===== config.mk =====
export PLATFORM = sky130hd
export DESIGN_NAME = flat_json_object_parser_core
export DESIGN_NICKNAME = d
export VERILOG_FILES = /design/src/rtl/core/fjop_pkg.sv /design/src/rtl/core/fjop_front.sv /design/src/rtl/core/fjop_queue.sv /design/src/rtl/core/fjop_back.sv /design/src/rtl/core/flat_json_object_parser_core.sv
export SDC_FILE = /design/constraint.sdc
export NUM_CORES = 1
export LEC_CHECK = 0
export ABC_AREA = 1
export BUFFER_PORTS_ARGS = -buffer_cell sky130_fd_sc_hd__buf_2
export CORE_MARGIN = 5
export CORE_UTILIZATION = 58
export DETAILED_ROUTE_END_ITERATION = 6
export PLACE_DENSITY = 0.78
export SETUP_SLACK_MARGIN = 0.3
export SLEW_MARGIN = 20
export SYNTH_ARGS = -nofsm -noshare
export SYNTH_HDL_FRONTEND = slang
export SYNTH_HIERARCHICAL = 1
export SYNTH_SLANG_ARGS = --single-unit

===== constraint.sdc =====
create_clock -name i_clk -period 7.2 [get_ports i_clk]
set_clock_uncertainty 0.2 [all_clocks]
set_input_delay 1.44 -clock i_clk [delete_from_list [all_inputs] [get_ports i_clk]]
set_output_delay 1.44 -clock i_clk [all_outputs]
set_load 0.01 [all_outputs]

===== src/rtl/core/fjop_pkg.sv =====
package fjop_pkg;

    typedef enum logic [3:0] {
        P_OPEN   = 4'd0,
        P_FIRST  = 4'd1,
        P_KEY    = 4'd2,
        P_COLON  = 4'd3,
        P_VALUE  = 4'd4,
        P_STR    = 4'd5,
        P_ESC    = 4'd6,
        P_HEX1   = 4'd7,
        P_BSL2   = 4'd8,
        P_U2     = 4'd9,
        P_HEX2   = 4'd10,
        P_INT    = 4'd11,
        P_LIT    = 4'd12,
        P_AFTER  = 4'd13,
        P_DONE   = 4'd14,
        P_FAILED = 4'd15
    } t_phase;

    typedef enum logic [3:0] {
        EV_KEY_BYTE = 4'd0,
        EV_KEY_END  = 4'd1,
        EV_STR_BYTE = 4'd2,
        EV_STR_END  = 4'd3,
        EV_INT      = 4'd4,
        EV_TRUE     = 4'd5,
        EV_FALSE    = 4'd6,
        EV_NULL     = 4'd7,
        EV_CLOSED   = 4'd8,
        EV_ACCEPT   = 4'd9,
        EV_ERROR    = 4'd10
    } t_event;

    typedef enum logic [3:0] {
        ERR_OPEN    = 4'd0,
        ERR_KEY     = 4'd1,
        ERR_COLON   = 4'd2,
        ERR_SEP     = 4'd3,
        ERR_VALUE   = 4'd4,
        ERR_INT     = 4'd5,
        ERR_RANGE   = 4'd6,
        ERR_CTRL    = 4'd7,
        ERR_ESC     = 4'd8,
        ERR_HEX     = 4'd9,
        ERR_LOW     = 4'd10,
        ERR_NOU     = 4'd11,
        ERR_BADLOW  = 4'd12,
        ERR_EOD     = 4'd13,
        ERR_TRAIL   = 4'd14
    } t_err;

    // classified request from the front part; the back part expands it
    typedef enum logic [2:0] {
        OP_NONE  = 3'd0,
        OP_EV    = 3'd1,
        OP_CP    = 3'd2,
        OP_INTEV = 3'd3
    } t_op;

    typedef struct packed {
        t_op         op;
        logic        is_key;
        t_event      ev;
        logic [7:0]  data;
        logic [20:0] cp;
        logic [63:0] ival;
        logic        tail_ev;
        t_event      ev2;
        t_err        err2;
        t_err        err;
    } t_cmd;

    typedef struct packed {
        t_event      ev;
        logic [7:0]  data;
        logic [63:0] ival;
        t_err        err;
        logic        last;
    } t_res;

    localparam int QDEPTH = 4;
    localparam int QAW    = 2;
    localparam logic [63:0] LIM_POS_DIV = 64'd922337203685477580;

    function automatic logic is_ws(input logic [7:0] c);
        return c == 8'h20 || c == 8'h09 || c == 8'h0d || c == 8'h0a;
    endfunction

    function automatic logic [4:0] hex_val(input logic [7:0] c);
        logic [4:0] r;
        r = 5'h10;
        if (c >= 8'h30 && c <= 8'h39) r = {1'b0, c[3:0]};
        else if ((c >= 8'h61 && c <= 8'h66) || (c >= 8'h41 && c <= 8'h46))
            r = {1'b0, c[3:0] + 4'd9};
        return r;
    endfunction

    function automatic logic [7:0] lit_char(input logic [1:0] k, input logic [2:0] i);
        logic [7:0] r;
        r = 8'h00;
        unique case (k)
            2'd0: unique case (i)
                3'd1: r = "r"; 3'd2: r = "u"; 3'd3: r = "e"; default: r = 8'h00;
            endcase
            2'd1: unique case (i)
                3'd1: r = "a"; 3'd2: r = "l"; 3'd3: r = "s"; 3'd4: r = "e";
                default: r = 8'h00;
            endcase
            2'd2: unique case (i)
                3'd1: r = "u"; 3'd2: r = "l"; 3'd3: r = "l"; default: r = 8'h00;
            endcase
            default: r = 8'h00;
        endcase
        return r;
    endfunction

endpackage


===== src/rtl/core/fjop_front.sv =====
module fjop_front (
    input  logic          i_clk,
    input  logic          i_rst_n,
    input  logic          i_push,
    input  logic          i_kind,
    input  logic [7:0]    i_in_byte,
    output logic          o_full,
    output fjop_pkg::t_cmd o_cmd,
    output logic          o_cmd_valid,
    input  logic          i_cmd_full
);
    import fjop_pkg::*;

    t_phase      r_phase, n_phase;
    logic        r_key, n_key;
    logic [15:0] r_hex, n_hex;
    logic [2:0]  r_hcnt, n_hcnt;
    logic [9:0]  r_hs, n_hs;
    logic [63:0] r_mag, n_mag;
    logic        r_neg, n_neg;
    logic        r_hasd, n_hasd;
    logic [1:0]  r_lk, n_lk;
    logic [2:0]  r_li, n_li;
    t_cmd        c;
    logic        fire;
    logic [4:0]  h;
    logic [15:0] acc;
    logic [3:0]  d;
    logic [63:0] lim_div;
    logic [3:0]  lim_mod;
    logic [63:0] mag10;
    logic [63:0] sval;
    logic [7:0]  ch;
    logic [2:0]  llen;
    t_phase      pa;

    assign o_full      = i_cmd_full;
    assign fire        = i_push && !i_cmd_full;
    assign o_cmd       = c;
    assign o_cmd_valid = fire && c.op != OP_NONE;

    always_ff @(posedge i_clk) begin
        if (!i_rst_n) begin
            r_phase <= P_OPEN;
            r_key   <= 1'b0;
            r_hex   <= '0;
            r_hcnt  <= '0;
            r_hs    <= '0;
            r_mag   <= '0;
            r_neg   <= 1'b0;
            r_hasd  <= 1'b0;
            r_lk    <= '0;
            r_li    <= '0;
        end else if (fire) begin
            r_phase <= n_phase;
            r_key   <= n_key;
            r_hex   <= n_hex;
            r_hcnt  <= n_hcnt;
            r_hs    <= n_hs;
            r_mag   <= n_mag;
            r_neg   <= n_neg;
            r_hasd  <= n_hasd;
            r_lk    <= n_lk;
            r_li    <= n_li;
        end
    end

    always_comb begin
        ch      = i_in_byte;
        n_phase = r_phase;
        n_key   = r_key;
        n_hex   = r_hex;
        n_hcnt  = r_hcnt;
        n_hs    = r_hs;
        n_mag   = r_mag;
        n_neg   = r_neg;
        n_hasd  = r_hasd;
        n_lk    = r_lk;
        n_li    = r_li;
        c         = '0;
        c.op      = OP_NONE;
        c.is_key  = r_key;
        c.ev      = EV_KEY_BYTE;
        c.ev2     = EV_ERROR;
        c.err     = ERR_OPEN;
        c.err2    = ERR_OPEN;
        h         = hex_val(ch);
        acc       = {r_hex[11:0], h[3:0]};
        d         = ch[3:0];
        lim_div   = LIM_POS_DIV;
        lim_mod   = r_neg ? 4'd8 : 4'd7;
        mag10     = (r_mag << 3) + (r_mag << 1);
        sval      = r_neg ? (64'd0 - r_mag) : r_mag;
        llen      = (r_lk == 2'd1) ? 3'd5 : 3'd4;
        pa        = P_AFTER;
        if (i_kind) begin
            c.op = OP_EV;
            c.ev = EV_ERROR;
            unique case (r_phase)
                P_OPEN:                          c.err = ERR_OPEN;
                P_FIRST, P_KEY:                  c.err = ERR_KEY;
                P_COLON:                         c.err = ERR_COLON;
                P_VALUE, P_LIT:                  c.err = ERR_VALUE;
                P_STR, P_ESC, P_HEX1, P_HEX2:    c.err = ERR_EOD;
                P_BSL2, P_U2:                    c.err = ERR_NOU;
                P_AFTER:                         c.err = ERR_SEP;
                P_INT: begin
                    if (r_hasd) begin
                        c.op      = OP_INTEV;
                        c.ival    = sval;
                        c.tail_ev = 1'b1;
                        c.ev2     = EV_ERROR;
                        c.err2    = ERR_SEP;
                    end else begin
                        c.err = ERR_INT;
                    end
                end
                P_DONE:                          c.ev = EV_ACCEPT;
                P_FAILED:                        c.op = OP_NONE;
                default:                         c.op = OP_NONE;
            endcase
            n_phase = P_OPEN;
            n_key = 1'b0; n_hex = '0; n_hcnt = '0; n_hs = '0; n_mag = '0;
            n_neg = 1'b0; n_hasd = 1'b0; n_lk = '0; n_li = '0;
        end else begin
            unique case (r_phase)
                P_OPEN: begin
                    if (ch == "{") n_phase = P_FIRST;
                    else if (!is_ws(ch)) begin
                        c.op = OP_EV; c.ev = EV_ERROR; c.err = ERR_OPEN; n_phase = P_FAILED;
                    end
                end
                P_FIRST, P_KEY: begin
                    if (ch == "}" && r_phase == P_FIRST) begin
                        c.op = OP_EV; c.ev = EV_CLOSED; n_phase = P_DONE;
                    end else if (ch == "\"") begin
                        n_key = 1'b1; n_phase = P_STR;
                    end else if (!is_ws(ch)) begin
                        c.op = OP_EV; c.ev = EV_ERROR; c.err = ERR_KEY; n_phase = P_FAILED;
                    end
                end
                P_COLON: begin
                    if (ch == ":") n_phase = P_VALUE;
                    else if (!is_ws(ch)) begin
                        c.op = OP_EV; c.ev = EV_ERROR; c.err = ERR_COLON; n_phase = P_FAILED;
                    end
                end
                P_VALUE: begin
                    if (is_ws(ch)) begin
                        n_phase = P_VALUE;
                    end else if (ch == "\"") begin
                        n_key = 1'b0; n_phase = P_STR;
                    end else if (ch == "-" || (ch >= "0" && ch <= "9")) begin
                        n_neg   = (ch == "-");
                        n_hasd  = (ch != "-");
                        n_mag   = (ch == "-") ? 64'd0 : {60'd0, d};
                        n_phase = P_INT;
                    end else if (ch == "t" || ch == "f" || ch == "n") begin
                        n_lk    = (ch == "t") ? 2'd0 : (ch == "f") ? 2'd1 : 2'd2;
                        n_li    = 3'd1;
                        n_phase = P_LIT;
                    end else begin
                        c.op = OP_EV; c.ev = EV_ERROR; c.err = ERR_VALUE; n_phase = P_FAILED;
                    end
                end
                P_STR: begin
                    if (ch == "\"") begin
                        c.op = OP_EV; c.ev = r_key ? EV_KEY_END : EV_STR_END;
                        n_phase = r_key ? P_COLON : P_AFTER;
                    end else if (ch < 8'h20) begin
                        c.op = OP_EV; c.ev = EV_ERROR; c.err = ERR_CTRL; n_phase = P_FAILED;
                    end else if (ch == "\\") begin
                        n_phase = P_ESC;
                    end else begin
                        // raw bytes pass through as they are, with no UTF-8 encoding
                        c.op = OP_EV; c.ev = r_key ? EV_KEY_BYTE : EV_STR_BYTE; c.data = ch;
                    end
                end
                P_ESC: begin
                    n_phase = P_STR;
                    c.op = OP_CP;
                    priority case (ch)
                        "\"", "\\", "/": c.cp = {13'd0, ch};
                        "b": c.cp = 21'h08;
                        "f": c.cp = 21'h0c;
                        "n": c.cp = 21'h0a;
                        "r": c.cp = 21'h0d;
                        "t": c.cp = 21'h09;
                        "u": begin
                            c.op = OP_NONE; n_hex = '0; n_hcnt = '0; n_phase = P_HEX1;
                        end
                        default: begin
                            c.op = OP_EV; c.ev = EV_ERROR; c.err = ERR_ESC;
                            n_phase = P_FAILED;
                        end
                    endcase
                end
                P_HEX1, P_HEX2: begin
                    if (h[4]) begin
                        c.op = OP_EV; c.ev = EV_ERROR; c.err = ERR_HEX; n_phase = P_FAILED;
                    end else begin
                        n_hex  = acc;
                        n_hcnt = r_hcnt + 3'd1;
                        if (r_hcnt == 3'd3) begin
                            n_hcnt = '0;
                            if (r_phase == P_HEX1) begin
                                if (acc >= 16'hd800 && acc <= 16'hdbff) begin
                                    n_hs = acc[9:0]; n_phase = P_BSL2;
                                end else if (acc >= 16'hdc00 && acc <= 16'hdfff) begin
                                    c.op = OP_EV; c.ev = EV_ERROR; c.err = ERR_LOW;
                                    n_phase = P_FAILED;
                                end else begin
                                    c.op = OP_CP; c.cp = {5'd0, acc}; n_phase = P_STR;
                                end
                            end else if (acc < 16'hdc00 || acc > 16'hdfff) begin
                                c.op = OP_EV; c.ev = EV_ERROR; c.err = ERR_BADLOW;
                                n_phase = P_FAILED;
                            end else begin
                                c.op = OP_CP;
                                c.cp = 21'h10000 + {1'b0, r_hs, acc[9:0]};
                                n_phase = P_STR;
                            end
                        end
                    end
                end
                P_BSL2: begin
                    if (ch == "\\") n_phase = P_U2;
                    else begin
                        c.op = OP_EV; c.ev = EV_ERROR; c.err = ERR_NOU; n_phase = P_FAILED;
                    end
                end
                P_U2: begin
                    if (ch == "u") begin
                        n_hex = '0; n_hcnt = '0; n_phase = P_HEX2;
                    end else begin
                        c.op = OP_EV; c.ev = EV_ERROR; c.err = ERR_NOU; n_phase = P_FAILED;
                    end
                end
                P_INT: begin
                    if (ch >= "0" && ch <= "9") begin
                        if (r_mag > lim_div || (r_mag == lim_div && d > lim_mod)) begin
                            c.op = OP_EV; c.ev = EV_ERROR; c.err = ERR_RANGE;
                            n_phase = P_FAILED;
                        end else begin
                            n_mag  = mag10 + {60'd0, d};
                            n_hasd = 1'b1;
                        end
                    end else if (!r_hasd) begin
                        c.op = OP_EV; c.ev = EV_ERROR; c.err = ERR_INT; n_phase = P_FAILED;
                    end else begin
                        // integer ends; the byte is then taken as a byte after a value
                        c.op   = OP_INTEV;
                        c.ival = sval;
                        if (ch == ",") pa = P_KEY;
                        else if (ch == "}") begin
                            c.tail_ev = 1'b1; c.ev2 = EV_CLOSED; pa = P_DONE;
                        end else if (!is_ws(ch)) begin
                            c.tail_ev = 1'b1; c.ev2 = EV_ERROR; c.err2 = ERR_SEP;
                            pa = P_FAILED;
                        end
                        n_phase = pa;
                    end
                end
                P_LIT: begin
                    if (r_li >= llen || ch != lit_char(r_lk, r_li)) begin
                        c.op = OP_EV; c.ev = EV_ERROR; c.err = ERR_VALUE; n_phase = P_FAILED;
                    end else begin
                        n_li = r_li + 3'd1;
                        if (r_li + 3'd1 == llen) begin
                            c.op = OP_EV;
                            c.ev = t_event'(4'd5 + {2'd0, r_lk});
                            n_phase = P_AFTER;
                        end
                    end
                end
                P_AFTER: begin
                    if (ch == ",") n_phase = P_KEY;
                    else if (ch == "}") begin
                        c.op = OP_EV; c.ev = EV_CLOSED; n_phase = P_DONE;
                    end else if (!is_ws(ch)) begin
                        c.op = OP_EV; c.ev = EV_ERROR; c.err = ERR_SEP; n_phase = P_FAILED;
                    end
                end
                P_DONE: begin
                    if (!is_ws(ch)) begin
                        c.op = OP_EV; c.ev = EV_ERROR; c.err = ERR_TRAIL; n_phase = P_FAILED;
                    end
                end
                P_FAILED: n_phase = P_FAILED;
                default:  n_phase = P_FAILED;
            endcase
        end
    end

endmodule


===== src/rtl/core/fjop_queue.sv =====
module fjop_queue (
    input  logic           i_clk,
    input  logic           i_rst_n,
    input  logic           i_wr,
    input  fjop_pkg::t_cmd i_cmd,
    output logic           o_full,
    output logic           o_empty,
    output fjop_pkg::t_cmd o_cmd,
    input  logic           i_rd
);
    import fjop_pkg::*;

    t_cmd           r_mem [QDEPTH];
    logic [QAW-1:0] r_wp, r_rp;
    logic [QAW:0]   r_cnt;

    assign o_full  = r_cnt == QAW'(0) + (QAW+1)'(QDEPTH);
    assign o_empty = r_cnt == '0;
    assign o_cmd   = r_mem[r_rp];

    always_ff @(posedge i_clk) begin
        if (i_wr) r_mem[r_wp] <= i_cmd;
    end

    always_ff @(posedge i_clk) begin
        if (!i_rst_n) begin
            r_wp  <= '0;
            r_rp  <= '0;
            r_cnt <= '0;
        end else begin
            if (i_wr) r_wp <= r_wp + 1'b1;
            if (i_rd) r_rp <= r_rp + 1'b1;
            r_cnt <= r_cnt + (QAW+1)'(i_wr) - (QAW+1)'(i_rd);
        end
    end

endmodule


===== src/rtl/core/fjop_back.sv =====
module fjop_back (
    input  logic           i_clk,
    input  logic           i_rst_n,
    input  logic           i_empty,
    input  fjop_pkg::t_cmd i_cmd,
    output logic           o_rd,
    output logic           o_empty,
    output fjop_pkg::t_res o_res,
    input  logic           i_pop
);
    import fjop_pkg::*;

    logic [1:0] r_idx, n_idx;
    logic [1:0] cnt;
    t_res       cur;
    t_res       r_out;
    logic       r_ovld;
    logic       take;
    logic [20:0] cp;
    t_event     dev;

    always_comb begin
        cp  = i_cmd.cp;
        dev = i_cmd.is_key ? EV_KEY_BYTE : EV_STR_BYTE;
        cur      = '0;
        cur.ev   = i_cmd.ev;
        cur.err  = i_cmd.err;
        cnt      = 2'd0;
        unique case (i_cmd.op)
            OP_EV: begin
                cnt      = 2'd0;
                cur.data = i_cmd.data;
            end
            OP_INTEV: begin
                cnt = i_cmd.tail_ev ? 2'd1 : 2'd0;
                if (r_idx == 2'd0) begin
                    cur.ev = EV_INT; cur.ival = i_cmd.ival; cur.err = ERR_OPEN;
                end else begin
                    cur.ev = i_cmd.ev2; cur.err = i_cmd.err2;
                end
            end
            OP_CP: begin
                cur.ev = dev;
                cur.err = ERR_OPEN;
                if (cp <= 21'h7f) begin
                    cnt = 2'd0; cur.data = cp[7:0];
                end else if (cp <= 21'h7ff) begin
                    cnt = 2'd1;
                    cur.data = (r_idx == 2'd0) ? (8'hc0 | {2'd0, cp[11:6]})
                                               : (8'h80 | {2'd0, cp[5:0]});
                end else if (cp <= 21'hffff) begin
                    cnt = 2'd2;
                    unique case (r_idx)
                        2'd0:    cur.data = 8'he0 | {4'd0, cp[15:12]};
                        2'd1:    cur.data = 8'h80 | {2'd0, cp[11:6]};
                        default: cur.data = 8'h80 | {2'd0, cp[5:0]};
                    endcase
                end else begin
                    cnt = 2'd3;
                    unique case (r_idx)
                        2'd0:    cur.data = 8'hf0 | {5'd0, cp[20:18]};
                        2'd1:    cur.data = 8'h80 | {2'd0, cp[17:12]};
                        2'd2:    cur.data = 8'h80 | {2'd0, cp[11:6]};
                        default: cur.data = 8'h80 | {2'd0, cp[5:0]};
                    endcase
                end
            end
            default: cnt = 2'd0;
        endcase
        cur.last = r_idx == cnt;
    end

    assign take    = !i_empty && (!r_ovld || i_pop);
    assign o_rd    = take && cur.last;
    assign n_idx   = cur.last ? 2'd0 : r_idx + 2'd1;
    assign o_empty = !r_ovld;
    assign o_res   = r_out;

    always_ff @(posedge i_clk) begin
        if (take) r_out <= cur;
    end

    always_ff @(posedge i_clk) begin
        if (!i_rst_n) begin
            r_idx  <= '0;
            r_ovld <= 1'b0;
        end else begin
            if (take) r_idx <= n_idx;
            if (take) r_ovld <= 1'b1;
            else if (i_pop) r_ovld <= 1'b0;
        end
    end

endmodule


===== src/rtl/core/flat_json_object_parser_core.sv =====
// Flat JSON object parser. Takes one document byte (or the end marker) per cycle
// on a push/full queue port and delivers decoded events on an empty/pop port.
// A front stage classifies each byte and queues a request; the back stage
// expands a request into its results, one per cycle while the receiver pops, so
// a \u escape yields up to four result bytes. Input is taken every cycle while
// the four-deep request queue has room.
module flat_json_object_parser_core (
    input  logic        i_clk,
    input  logic        i_rst_n,
    input  logic        push,
    output logic        full,
    input  logic        i_kind,
    input  logic [7:0]  i_in_byte,
    output logic        empty,
    input  logic        pop,
    output logic [3:0]  o_event_res,
    output logic [7:0]  o_data_byte,
    output logic signed [63:0] o_int_value,
    output logic [3:0]  o_error_code,
    output logic        o_last_of_run
);
    import fjop_pkg::*;

    t_cmd fcmd, qcmd;
    logic fvld, qfull, qempty, qrd;
    t_res res;

    fjop_front u_front (
        .i_clk, .i_rst_n, .i_push(push), .i_kind, .i_in_byte,
        .o_full(full), .o_cmd(fcmd), .o_cmd_valid(fvld), .i_cmd_full(qfull)
    );

    fjop_queue u_queue (
        .i_clk, .i_rst_n, .i_wr(fvld), .i_cmd(fcmd), .o_full(qfull),
        .o_empty(qempty), .o_cmd(qcmd), .i_rd(qrd)
    );

    fjop_back u_back (
        .i_clk, .i_rst_n, .i_empty(qempty), .i_cmd(qcmd), .o_rd(qrd),
        .o_empty(empty), .o_res(res), .i_pop(pop)
    );

    assign o_event_res   = res.ev;
    assign o_data_byte   = res.data;
    assign o_int_value   = res.ival;
    assign o_error_code  = res.err;
    assign o_last_of_run = res.last;

endmodule


==> impl_metrics.toml, run 1 <==
[final_layout]
diodes = 0
syn_to_final_growth_pct = 8.15
drive_gt1_share_pct = 7.53
fin_nets = 4632

[run_status]
outcome = "complete, but fails checks"
violations = "DRC"

[yosys]
synth_ff_type = "edfxtp_1"
synth_edf_count = 537
synth-seq-cells = 650
synth_largest_area_cell = "edfxtp_1"
synthesis.area_um2 = 37100
yosysTopAreaCellShare_pct = 43.5
postSynth.asyncResetShare_pct = 0
ys_types = 64
syn_avg_cell_area_um2 = 8.39
ys_seq_area_share_pct = 49.6
yosys_warnings = 6
synthTopCellsByArea = "edfxtp_1 43%, nand2_1 10%, inv_1 6.4%, dfxtp_1 6.1%, ha_1 5.2%"
syn_inst = 4420

[detailed_routing]
avgRoutedWirePerCell_um = 19.2
drtIter0Drc = 3926
drc = 3
num_vias = 30400
first_pass_iters = 7
finalWirelength_mm = 103
detail_route.vias_per_cell = 5.67
final_antenna_net_count = 0

[cts]
clkTransAtPathRegs_ns = 0.06
postCtsSetupBuffers = 0
htreeDepth = 3
clockBufferDepth = 3
root_buffer = "clkbuf_16"
clock-sinks = 650
ctsHoldBuffers = 0
clk_latency_ns = 0.61
numCtsBuffers = 68
post_cts_resized = 0
cts_tree = "done"

[floorplan]
dieArea_um2 = 69100
start_util_pct = 58.7
coreArea_um2 = 63200
die_w_um = 263
die_y_um = 263
placementRows = 92
pin_count = 96

[setup_path]
cp-start-kind = "primary input"
crit_start = "i_in_byte[0]"
r2r_end = "u_queue/r_cnt[1]"
end_kind = "register"
cp_max_fo = 41
worst_ep_required_time_ns = 7.27
worst-r2r-setup-slack_ns = 2.43
r2r_cells = 19
arrival_ns = 5.22
worst-setup-path-type = "in -> reg"

[sta]
slew_violations = 0
post-route-period-util_pct = 71.6
min_period_ns = 5.15
setup_slack_ns = 2.05
worstMarginPinSlew_ns = 1.02
slew_headroom_pct = 31.9
setup_viol = 0
max_freq_mhz = 194
fin_tns_setup_ns = 0
grt_setup_unrepaired = "false"
hold_viol = 0

[worst_hold_path]
holdCritStartpoint = "u_front/r_hcnt[2]"
hold_path.class = "reg -> reg"
hold_depth = 2
whs_endpoint = "u_front/r_hcnt[2]"

[power_and_ir_drop]
p_leak_nw = 17.3
vdd_drop_max_mv = 0.181
p_total_w = 0.0115
cellPowerDensity_nw_per_um2 = 286

[global_route]
antenna_found_initial = 0
grt_pass1_vias = 28700
grt_pass1_wl_mm = 160
globalRouteOverflowTotal = 0
grt_max_degree = 114
grt_use_total_pct = 28.9

[placement]
portBuffers = 95
preCtsSetupSlack_ns = 1.50
gp_congestion = 1.01
dp_hpwl_mm = 74.3

[flow_run]
cap_viol_max_count = 0
==> stage by stage <==
stage	util, %	hold WS (ns)	cell area [um2]	instances
2_1_floorplan	-	0.225	37100	4424
3_3_place_gp	59.9	0.240	37900	5238
3_5_place_dp	59.9	0.249	37900	5238
4_1_cts	63.5	0.258	40100	5362
5_1_grt	63.5	0.285	40100	5362
6_report	63.5	0.256	40100	5362
==> flip-flops by register name, summed over array words and instances, names as in the netlist, 2 cells and up, named ones only <==
| signal | count |
|---|---|
| u_front/r_mag | 64 |
| u_back/r_idx | 2 |
| u_front/r_li | 3 |
| u_queue/r_rp | 2 |
| u_front/r_hs | 10 |
| u_front/r_hcnt | 3 |
| u_queue/r_wp | 2 |
| u_front/r_phase | 4 |
| u_queue/r_cnt | 3 |
| u_front/r_lk | 2 |
| u_front/r_hex | 12 |
| u_back/o_res | 81 |
| u_queue/r_mem | 456 |
==> power breakdown <==
| part | leakage (nW) | internal, W | total [W] | switching, W |
|---|---|---|---|---|
| clock | 1.09 | 0.00200 | 0.00348 | 0.00148 |
| sequential | 5.84 | 0.00482 | 0.00508 | 0.000252 |
| combinational | 10.4 | 0.000841 | 0.00294 | 0.00210 |
==> logic make-up (layout without fill, tap and decap cells) <==
logic type	after synthesis	count (layout)	synth area share (%)
AND/OR/NAND/NOR	1855	1855	20.8
flip-flops	650	650	49.6
other	2	6	0.0202
buffers and inverters	829	921	9.75
AO/OA/AOI/OAI	857	857	12.9
multiplexers	1	1	0.0304
XOR/XNOR	69	69	1.65
adder cells (fa/ha/maj)	157	157	5.36
==> placed cells by master (no fill, tap or decap), types with 55 or more instances in the layout <==
cell type	count
dfxtp_1	111
o21ai_0	172
xor2_1	55
o211ai_1	122
inv_1	630
buf_2	95
ha_1	154
clkbuf_16	69
nor2_1	467
edfxtp_1	537
a21oi_1	383
o21ai_1	117
nand3_1	193
nand2_1	1015
==> synth_stat cells (10+ instances only) <==
master	instances
edfxtp_1	537
ha_1	154
o21ai_0	173
xor2_1	55
nor4_1	13
buf_4	12
nand2_2	19
dfxtp_1	113
a21oi_2	11
nand3_1	193
o21ai_1	116
buf_8	10
nand4_1	51
clkbuf_1	35
nand2_1	1015
inv_1	634
buf_6	28
buf_2	61
nor2_1	468
nor3_1	49
a21oi_1	384
o211ai_1	122
inv_2	35
xnor2_1	13
nor2_2	10
==> worst max-delay path by stage <==
stage | endpoint | slack (ns)
2_1_floorplan | u_queue/r_mem[0][0] | 1.05
3_3_place_gp | u_queue/r_mem[3][16] | 1.48
3_5_place_dp | u_queue/r_mem[3][15] | 1.50
4_1_cts | u_queue/r_mem[3][0] | 2.13
5_1_grt | u_queue/r_mem[0][32] | 1.83
6_report | u_queue/r_mem[3][3] | 2.05
==> final cells by class <==
type / instances / area [um2]
tap: 846 / 1060
sequential: 650 / 18400
inverter: 672 / 2530
clock buffer: 78 / 1760
clock inverter: 46 / 458
fill: 5295 / 23100
timing repair buffer: 125 / 767
multi-input combinational: 2945 / 15100
==> routing by layer <==
metal	global-route usage (%)	vias to the layer above	share of wire (%)
met5	0	-	0
met4	9.42	0	3.3
met3	4.81	209	9.2
met2	45.7	1271	45
met1	41.0	14200	42
li1	-	14800	-
==> critical path, stage by stage <==
cell	delay, ns
buf_2	0.16
inv_1	0.24
ha_1	0.27
o21ai_1	0.09
nand2_1	0.11
nand3_4	0.17
inv_2	0.15
nor2_1	0.06
nand2_2	0.17
inv_2	0.10
nor3_4	0.21
nand3_2	0.18
nand2_1	0.10
a21oi_1	0.08
a21oi_1	0.51
nand2_1	0.18
inv_4	0.49
buf_4	0.45
No activity file was read; power rests on OpenSTA's default activity.
==> run 2, diff against run 1 <==
--- a/config.mk
+++ b/config.mk
@@ -10,7 +10,7 @@
 export CORE_MARGIN = 5
 export CORE_UTILIZATION = 58
 export DETAILED_ROUTE_END_ITERATION = 6
-export PLACE_DENSITY = 0.78
+export PLACE_DENSITY = 0.75
 export SETUP_SLACK_MARGIN = 0.3
 export SLEW_MARGIN = 20
 export SYNTH_ARGS = -nofsm -noshare
==> constraint.sdc (replaced) <==
create_clock -name i_clk -period 5.1 [get_ports i_clk]
set_clock_uncertainty 0.2 [all_clocks]
set_input_delay 1.02 -clock i_clk [delete_from_list [all_inputs] [get_ports i_clk]]
set_output_delay 1.02 -clock i_clk [all_outputs]
set_load 0.01 [all_outputs]
==> impl_metrics.toml, run 2 (synthesis results as in run 1) <==
[floorplan]
die_y_um = 263
dieArea_um2 = 69100
start_util_pct = 58.7
pin_count = 96
coreArea_um2 = 63200
placementRows = 92
die_w_um = 263

[sta]
slew_headroom_pct = 23.4
grt_setup_unrepaired = "false"
max_freq_mhz = 240
hold_viol = 0
worstMarginPinSlew_ns = 1.14
whs_ns = 0.262
fin_tns_setup_ns = 0
min_period_ns = 4.17
post-route-period-util_pct = 81.8
slew_violations = 0
setup_viol = 0

[power_and_ir_drop]
p_clk_share_pct = 30.4
vdd_drop_max_mv = 0.248
seq_power_share_pct = 43.8
power_switching_w = 0.00537
netSwitchingFraction_pct = 33.0
p_leak_nw = 17.6
cellPowerDensity_nw_per_um2 = 401
internal-power_w = 0.0109
p_comb_share_pct = 25.8

[setup_path]
cp-start-kind = "primary input"
crit_start = "i_in_byte[1]"
end_kind = "register"
arrival_ns = 4.25
cp_max_fo = 39
worst_ep_required_time_ns = 5.18
worst-setup-path-type = "in -> reg"

[detailed_routing]
num_vias = 30900
drtIter0Drc = 3353
finalWirelength_mm = 104
drc = 0
final_antenna_net_count = 1
detail_route.vias_per_cell = 5.70
avgRoutedWirePerCell_um = 19.1
first_pass_iters = 7

[cts]
post_cts_resized = 0
clkTransAtPathRegs_ns = 0.06
cts_tree = "done"
clk_latency_ns = 0.62
clock-sinks = 650
postCtsSetupBuffers = 0
ctsHoldBuffers = 0
htreeDepth = 3
clockBufferDepth = 3
numCtsBuffers = 68
root_buffer = "clkbuf_16"

[final_layout]
multi_input_area_um2 = 15100
layout_commonest_cell = "nand2_1"
syn_to_final_growth_pct = 9.48
fillers = 5253
seqCellArea_um2 = 18400
largest_register = "u_queue/r_mem"
final_cell_mix = "1015 x nand2_1, 630 x inv_1, 537 x edfxtp_1, 466 x nor2_1, 381 x a21oi_1"
largest_register_ffs = 456
final_cell_area_um2 = 40600
drive_gt1_share_pct = 8.57
fin_nets = 4681

[placement]
dp_hpwl_mm = 76.3
detailed_place.area_um2 = 38300
portBuffers = 95
gp_congestion = 1.02

[global_route]
grt_pass1_vias = 28600
globalRouteOverflowTotal = 0
grt_max_degree = 108
grt_pass1_wl_mm = 160
grt_use_total_pct = 29.0
antenna_found_initial = 2

[worst_hold_path]
holdCritStartpoint = "u_queue/r_rp[1]"
hold_path.class = "reg -> reg"

[run_status]
outcome = "complete, but fails checks"
violations = "antenna rules"

[flow_run]
cap_viol_max_count = 0
## run 2: changes by cell type in the layout (fill, tap and decap cells not counted), moves of 3 or more
cell	previous run	this run
diode_2	0	7
buf_4	24	67
clkinvlp_4	1	7
clkinv_2	14	9
clkbuf_8	0	3
inv_4	5	2
buf_12	5	11
a2111oi_0	0	4
clkbuf_1	9	15
a2111oi_1	4	0
clkinv_1	15	10
## run 2: cell type report
type,count,area share [%]
multi-input combinational,2945,37.3
clock inverter,37,1.04
sequential,650,45.3
antenna,7,0.0431
inverter,672,6.26
timing repair buffer,174,2.98
tap,846,2.61
clock buffer,87,4.49
## run 2: critical path, cell delays in order
cell and delay (ns):
buf_2 0.16, inv_1 0.23, ha_1 0.22, inv_1 0.09, nand3_1 0.13, nand3_1 0.08
nor2_1 0.20, nor2_2 0.07, nand2_2 0.19, inv_4 0.08, nor3_4 0.21, nand3_2 0.20
nand2_1 0.12, a21oi_2 0.07, a21oi_2 0.29, nand2_1 0.14, clkinvlp_4 0.39, buf_12 0.31
## run 2: final timing paths
| path | endpoint | slack, ns | depth (start not counted) |
|---|---|---|---|
| worst max-delay path | u_queue/r_mem[3][20] | 0.93 | 18 |
| worst min-delay path | register | 0.26 | 2 |
| worst max register to register | u_queue/r_cnt[1] | 0.95 | 18 |
| worst min register to register | register | 0.26 | 2 |
## run 2: power by group through the flow
stage               Sequential (W)  Combinational (W)  Clock [W]
floorplan                  0.00733            0.00291          0
global placement           0.00722            0.00412          0
detailed placement         0.00724            0.00418          0
CTS                        0.00713            0.00420    0.00503
global route               0.00721            0.00465    0.00527
finish                     0.00713            0.00421    0.00495
## run 2: layer usage
metal	GRT usage (%)	up-vias	share of wire [%]
met2	45.3	1377	45
met1	42.3	14400	43
li1	-	14900	-
met4	8.97	0	3.1
met3	4.53	207	9.2
met5	0	-	0
## run 2: per-stage QoR
| stage | utilization [%] | instances | setup WS, ns | total power [W] |
|---|---|---|---|---|
| after detailed placement | 60.7 | 5287 | 0.373 | 0.0114 |
| after global routing | 64.2 | 5411 | 0.675 | 0.0171 |
| after CTS | 64.2 | 5411 | 1.01 | 0.0164 |
| after global placement | 60.7 | 5287 | 0.461 | 0.0113 |
| final | 64.3 | 5418 | 0.929 | 0.0163 |
| after floorplan | - | 4424 | 0.229 | 0.0102 |
